## src/design/ncc_pkg.sv

```systemverilog
// shared types and constants for the nearest center classifier
package ncc_pkg;

  localparam int MAX_CLASSES  = 16;
  localparam int MAX_DIMS     = 32;
  localparam int FEATURE_BITS = 16;

  localparam int CLS_W  = $clog2(MAX_CLASSES);
  localparam int DIM_W  = $clog2(MAX_DIMS);
  localparam int NCLS_W = 5;
  localparam int DIST_W = 38;
  localparam int DIFF_W = FEATURE_BITS + 1;
  localparam int SQ_W   = 2 * FEATURE_BITS + 1;

  localparam logic [DIST_W-1:0] DIST_MAX        = {DIST_W{1'b1}};
  localparam logic [NCLS_W-1:0] NUM_CLASSES_RST = NCLS_W'(MAX_CLASSES);

  localparam logic CMD_CENTER  = 1'b0;
  localparam logic CMD_FEATURE = 1'b1;

  typedef struct packed {
    logic                           cmd;
    logic [CLS_W-1:0]               center_index;
    logic [DIM_W-1:0]               dim_index;
    logic signed [FEATURE_BITS-1:0] value;
    logic                           last_element;
  } item_t;

  typedef struct packed {
    logic [CLS_W-1:0]  class_index;
    logic [DIST_W-1:0] best_distance;
  } result_t;

  typedef struct packed {
    logic  valid;
    item_t item;
  } tok_t;

  typedef struct packed {
    logic              valid;
    logic [CLS_W-1:0]  idx;
    logic [DIST_W-1:0] distance;
  } best_t;

endpackage

```

## src/design/ncc_cell.sv

```systemverilog
// one class cell: center row, squared difference, running distance, min compare
module ncc_cell (
  input  logic                     clk,
  input  logic                     rst,
  input  logic [ncc_pkg::CLS_W-1:0] idx,
  input  logic                     active,
  input  ncc_pkg::tok_t            tok_in,
  input  ncc_pkg::best_t           best_in,
  output ncc_pkg::tok_t            tok_out,
  output ncc_pkg::best_t           best_out
);

  logic [ncc_pkg::FEATURE_BITS-1:0] mem [0:ncc_pkg::MAX_DIMS-1];
  logic [ncc_pkg::FEATURE_BITS-1:0] rdata;

  logic signed [ncc_pkg::DIFF_W-1:0]   diff;
  logic signed [2*ncc_pkg::DIFF_W-1:0] prod;
  logic [ncc_pkg::SQ_W-1:0]            sq;
  logic                                s2_acc;
  logic                                s2_last;
  logic                                s3_last;
  logic [ncc_pkg::DIST_W-1:0]          acc;
  logic [ncc_pkg::DIST_W-1:0]          acc_next;
  logic [ncc_pkg::DIST_W-1:0]          base;
  logic [ncc_pkg::DIST_W:0]            sum;
  logic                                take_own;

  // center row store
  always_ff @(posedge clk) begin
    if (tok_in.valid && tok_in.item.cmd == ncc_pkg::CMD_CENTER &&
        tok_in.item.center_index == idx) begin
      mem[tok_in.item.dim_index] <= tok_in.item.value;
    end
    rdata <= mem[tok_in.item.dim_index];
  end

  // token hand-off to the next cell
  always_ff @(posedge clk) begin
    if (rst) begin
      tok_out.valid <= 1'b0;
    end else begin
      tok_out.valid <= tok_in.valid;
    end
    tok_out.item <= tok_in.item;
  end

  assign diff = {tok_out.item.value[ncc_pkg::FEATURE_BITS-1], tok_out.item.value}
              - {rdata[ncc_pkg::FEATURE_BITS-1], rdata};
  assign prod = diff * diff;

  always_ff @(posedge clk) begin
    if (rst) begin
      s2_acc  <= 1'b0;
      s2_last <= 1'b0;
      s3_last <= 1'b0;
    end else begin
      s2_acc  <= tok_out.valid && tok_out.item.cmd == ncc_pkg::CMD_FEATURE;
      s2_last <= tok_out.valid && tok_out.item.cmd == ncc_pkg::CMD_FEATURE &&
                 tok_out.item.last_element;
      s3_last <= s2_last;
    end
    sq <= prod[ncc_pkg::SQ_W-1:0];
  end

  // running distance, cleared after the pixel compare
  always_comb begin
    base = s3_last ? '0 : acc;
    sum  = {1'b0, base} + {{(ncc_pkg::DIST_W + 1 - ncc_pkg::SQ_W){1'b0}}, sq};
    if (s2_acc && active) begin
      acc_next = sum[ncc_pkg::DIST_W] ? ncc_pkg::DIST_MAX : sum[ncc_pkg::DIST_W-1:0];
    end else begin
      acc_next = base;
    end
  end

  always_ff @(posedge clk) begin
    if (rst) begin
      acc <= '0;
    end else begin
      acc <= acc_next;
    end
  end

  // min chain, strict less keeps the lowest index on ties
  assign take_own = active && (idx == '0 || acc < best_in.distance);

  always_ff @(posedge clk) begin
    if (rst) begin
      best_out.valid <= 1'b0;
    end else begin
      best_out.valid <= s3_last;
    end
    if (take_own) begin
      best_out.idx      <= idx;
      best_out.distance <= acc;
    end else begin
      best_out.idx      <= best_in.idx;
      best_out.distance <= best_in.distance;
    end
  end

  a_idx_bound: assert property (@(posedge clk) disable iff (rst)
    best_out.valid |-> best_out.idx <= idx)
    else $error("winner index beyond cell");

  a_clear: assert property (@(posedge clk) disable iff (rst)
    (s3_last && !s2_acc) |=> acc == '0)
    else $error("distance not cleared after pixel");

  a_own_dist: assert property (@(posedge clk) disable iff (rst)
    (best_out.valid && best_out.idx == idx) |-> best_out.distance == $past(acc))
    else $error("winner distance mismatch");

endmodule

```

## config.mk

```make
export PLATFORM = sky130hd
export DESIGN_NAME = ncc_cell
export DESIGN_NICKNAME = d
export VERILOG_FILES = /design/src/design/ncc_pkg.sv /design/src/design/ncc_cell.sv
export SDC_FILE = /design/constraint.sdc
export NUM_CORES = 1
export LEC_CHECK = 0
export ABC_AREA = 1
export BUFFER_PORTS_ARGS = -buffer_cell sky130_fd_sc_hd__buf_2
export CELL_PAD_IN_SITES_DETAIL_PLACEMENT = 1
export CELL_PAD_IN_SITES_GLOBAL_PLACEMENT = 1
export CORE_ASPECT_RATIO = 1.75
export CORE_MARGIN = 3
export CORE_UTILIZATION = 50
export DETAILED_ROUTE_END_ITERATION = 10
export PLACE_DENSITY_LB_ADDON = 0.1
export SETUP_SLACK_MARGIN = 0.3
export SYNTH_ARGS = -nofsm -noshare
export SYNTH_HDL_FRONTEND = slang
export SYNTH_SLANG_ARGS = --single-unit
```

## constraint.sdc

```tcl
create_clock -name clk -period 7.3 [get_ports clk]
set_input_delay 0.73 -clock clk [delete_from_list [all_inputs] [get_ports clk]]
set_output_delay 0.73 -clock clk [all_outputs]
set_load 0.02 [all_outputs]
```

==> results.toml, run 1 <==
[status]
status = "finished, final reports clean"

[placement]
io_buffers = 147
dp_cells = 4630
hpwl_um = 86700
gp_congestion = 0.906

[synth]
seq_area_frac_synth_pct = 49.5
syn-num-nets = 4026
synth_area_leaders = "edfxtp_1, fa_1, dfxtp_1"
synth_compound_area_share_pct = 10.3
synthAdderAreaFrac_pct = 19.6
synthTopCellsByCount = "inv_1, nand2_1, edfxtp_1"
synth.distinct_cells = 52
synth_ff_type = "edfxtp_1"
syn_avg_cell_area_um2 = 10.7
synthCells = 3519
synth-xor-area-share_pct = 1.67
yosys.area_share.simple_pct = 11.7
netlist.area_leader.share_pct = 41.0
synth_edf_count = 512
synth.most_common_cell = "inv_1"
synth_top_area_cell = "edfxtp_1"
synth_top_family_by_area = "adder cells"
async_flop_share_pct = 0
ys_warn_count = 0
synth_area_um2 = 37500
synth-seq-cells = 672
synth_mux_area_share_pct = 0

[die]
start_util_pct = 50.6
die-area_um2 = 78500
die_y_um = 368
ioPinCount = 149
coreArea_um2 = 74200
rows = 132
die-width_um = 213

[global_routing]
grt_pass1_wl_um = 179000
grt_pass1_vias = 30718
antenna_found_initial = 6
globalRouteTotalUtil_pct = 30.4
grt.overflow.total = 0
grt_max_degree = 63

[timing]
slew_viol_final = 0
skew_ns = 0.0377
period_needed_ns = 6.83
min_period_over_period_pct = 93.6
max_freq_mhz = 146
setup_violations = 0
fin_setup_tns_ns = 0
rsz0062_at_grt = "yes"
tightest_slew_ns = 1.15
whs_ns = 0.169
relSlewSlack_pct = 22.7
hold_viol = 0

[clocking]
cts.sinks = 672
clk_pin_slew_ns = 0.07
h-tree-depth = 2
cts_buffers = 58
clk_latency_ns = 0.66
ctsHoldBuffers = 0
cts_tree = "built"
clockBufferDepth = 3
cts_root_buffer = "clkbuf_16"

[cells_and_area]
fin_nets = 4279
instances_no_fill = 4759
drive_gt1_share_pct = 15.4
synthToLayoutAreaGrowth_pct = 14.4

[worst_hold_path]
min_path_cells = 1
hp-start = "tok_in[0]"
hold_end = "tok_out[0]"
hold_path_class = "in2reg"

[worst_setup_path]
rr_worst_depth = 30
startpoint = "tok_out[1]"
cp.required_ns = 7.86
reg2reg_from = "tok_out[1]"
rrSetupSlack_ns = 0.47
path_delay_family = "adder cells"
worstReg2RegEnd = "sq[30]"
critPathSlowestCell = "fa_1"
end_kind = "register"
cpPeakStageDelay_ns = 0.57
crit_top_cell = "fa_1"
critPathBufInv = 11
path_max_fanout = 4
arrival_ns = 7.39
worstSetupPathType = "reg2reg"
critPathLaunchType = "register"

[routing]
drt_iter0_drc = 1791
drt_pre_antenna_iters = 5
post_drt_wl_per_cell_um = 24.9
vias = 27164
vias_per_cell = 5.71
drtAntennaViolNets = 0
routed_wl_um = 119000
drc = 0

[job]
max-cap-violations = 0
metal layers:
metal / up-vias / global-route usage [%] / wire (µm)
met3: 311 / 3.21 / 4490
met1: 13756 / 30.5 / 38800
met2: 780 / 59.8 / 67200
met4: 2 / 16.6 / 8020
met5: - / 0 / 7
li1: 12315 / - / -
cell type report:
class                      count  area [µm²]
clock buffer                  70        1500
fill                        7918       31200
sequential                   672       18600
clock inverter                35         447
timing repair buffer         308        2030
antenna                        4        10.0
tap                          938        1170
inverter                     578        2200
multi-input combinational   2154       17000
registers in the layout (all words and copies together), names as in the netlist:
name	cells
s3_last	1
acc	38
s2_last	1
mem	512
best_out	43
rdata	16
s2_acc	1
sq	32
tok_out	28
kinds of logic after synthesis:
logic type               count (synthesis)
AO/OA/AOI/OAI                          619
XOR/XNOR                                63
adder cells (fa/ha/maj)                429
buffers and inverters                  693
AND/OR/NAND/NOR                       1043
flip-flops                             672
worst max-delay path by stage:
stage,to,depth (start not counted),slack (ns)
floorplan,sq[32],34,0.61
global placement,sq[24],34,0.13
detailed placement,sq[30],28,0.07
CTS,sq[24],34,0.30
global route,sq[32],29,0.19
finish,sq[30],30,0.47
metrics by stage:
stage	util, %	area, µm²	worst slack, ns
floorplan	-	37500	0.612
global route	57.9	42900	0.186
global placement	54.0	40100	0.130
CTS	57.0	42300	0.304
finish	57.9	42900	0.470
detailed placement	54.0	40100	0.0672
worst reg2reg max path, delay by kind of cell, from the launching register on:
family          cells  cell delay [ns]
compound gates      1             0.27
xor+xnor            2             0.45
fa+ha+maj           9             3.95
buf+inv            11             1.10
flops               1             0.32
simple gates        7             0.65
cell usage in the layout, fill, tap and decap left out, types with 8 or more instances in the layout:
cell,instances
nor2_4,11
nand3_1,110
clkbuf_1,12
xnor2_1,32
nor3_1,21
inv_1,551
a22oi_1,256
o21bai_1,13
nor2_1,253
nand2_1,505
nand4_1,15
xor2_1,23
a21oi_1,227
nor2_2,30
clkinv_2,8
fa_1,263
ha_1,139
dfxtp_1,156
clkbuf_16,58
ha_4,19
buf_4,149
bufinv_16,8
clkinv_1,13
nand3_2,9
inv_2,14
o21ai_0,57
o21ai_1,10
nor3_2,8
nand2_2,19
a21oi_2,20
edfxtp_1,512
buf_2,147
nor4_1,28
repair_timing:
action,CTS,global route
gates resized for setup,42,137
setup buffers,3,17
endpoints found under the hold margin,0,0
endpoints found under the setup margin,17,19
pin swaps,10,48
Power of run 1 is left out: the tool's default activity adds up to more than one toggle a clock period on the data nets, which glitch-free logic cannot reach.
==> inputs of run 2 (changes only) <==
CORE_UTILIZATION = 54   (was 50)
clock period = 8.8 ns   (was 7.3 ns; I/O delays follow)
==> results.toml, run 2 (synthesis gave the netlist of run 1 again) <==
[status]
status = "finished, final reports clean"

[worst_hold_path]
hold_path_class = "in2reg"

[cells_and_area]
largest-register = "mem"
reg_top3 = "mem (512), best_out (43), acc (38)"
regArea_um2 = 18600
fin_nets = 4179
final_cell_mix = "inv_1, nand2_1, edfxtp_1"
synthToLayoutAreaGrowth_pct = 10.4
fillers = 7399
largest_register_ffs = 512
multi_input_area_um2 = 16300
layout_commonest_cell = "inv_1"
drive_gt1_share_pct = 9.70

[worst_setup_path]
arrival_ns = 8.25
crit_top_cell = "nand2_1"
critPathLaunchType = "register"
end_kind = "register"
cpPeakStageDelay_ns = 0.57
rrSetupSlack_ns = 1.09
critPathSlowestCell = "fa_1"
cp.required_ns = 9.34
worstSetupPathType = "reg2reg"
path_max_fanout = 11

[clocking]
cts_buffers = 59
cts_tree = "built"
cts.sinks = 672
clockBufferDepth = 3
post-cts-setup-buffer-count = 0
ctsHoldBuffers = 0
post_cts_resized = 0
clk_pin_slew_ns = 0.07
h-tree-depth = 2
clk_latency_ns = 0.69
cts_root_buffer = "clkbuf_16"

[timing]
slew_viol_final = 0
tightest_slew_ns = 1.15
min_period_over_period_pct = 87.6
max_freq_mhz = 130
rsz0062_at_grt = "no"
fin_setup_tns_ns = 0
period_needed_ns = 7.71
hold_viol = 0
setup_violations = 0
skew_ns = 0.0761
relSlewSlack_pct = 23.2

[global_routing]
grt_max_degree = 130
globalRouteTotalUtil_pct = 32.9
grt_pass1_wl_um = 180000
grt_pass1_vias = 30840
antenna_found_initial = 3
grt.overflow.total = 0

[routing]
post_drt_wl_per_cell_um = 25.4
routed_wl_um = 117000
drc = 0
drt_pre_antenna_iters = 5
drtAntennaViolNets = 0
vias_per_cell = 5.86
vias = 27120
drt_iter0_drc = 1780

[placement]
io_buffers = 147
gp_congestion = 0.928
hpwl_um = 87300

[die]
die-area_um2 = 72800
start_util_pct = 54.7
coreArea_um2 = 68600
die-width_um = 205
die_y_um = 355
rows = 127
ioPinCount = 149

[job]
max-cap-violations = 0
## run 2: metal layers
layer,global-route usage (%),vias to the layer above,routed length (µm)
met5,0,-,0
met4,22.4,0,10100
met3,3.35,400,5040
met2,61.8,1015,64000
met1,33.8,13604,38400
li1,-,12101,-
## run 2: worst max-delay path, delay by kind of cell (launching register included)
kind	cells	cell delay, ns
buffers and inverters	6	0.57
adder cells (fa/ha/maj)	8	3.87
flip-flops	1	0.33
AND/OR/NAND/NOR	20	2.64
AO/OA/AOI/OAI	1	0.12
## run 2: through the flow
step | cells | hold WS (ns) | worst slack, ns | instance area (µm²) | utilization (%)
global route | 4626 | 0.278 | 0.658 | 41400 | 60.4
floorplan | 3519 | 0.388 | 2.11 | 37500 | -
finish | 4628 | 0.290 | 1.09 | 41400 | 60.4
global placement | 4514 | 0.403 | 1.23 | 39400 | 57.4
CTS | 4626 | 0.250 | 1.08 | 41400 | 60.4
detailed placement | 4514 | 0.401 | 1.11 | 39400 | 57.4
## run 2: worst paths after layout
| kind | from | endpoint | cells past startpoint |
|---|---|---|---|
| worst min register to register | s2_last | s3_last | 2 |
| worst min-delay path | tok_in[0] | tok_out[0] | 1 |
| worst max-delay path | rdata[2] | sq[24] | 35 |
| worst max register to register | rdata[2] | sq[24] | 35 |
## run 2: cell type report
| class | instances | area share, % |
|---|---|---|
| flip-flops and latches | 672 | 44.8 |
| inverters | 578 | 5.25 |
| clock buffers | 82 | 3.92 |
| multi-input cells | 2154 | 39.3 |
| diodes | 2 | 0.0121 |
| well taps | 903 | 2.73 |
| repair buffers | 207 | 2.89 |
| clock inverters | 30 | 1.05 |
Power of run 2 is left out for the same reason.
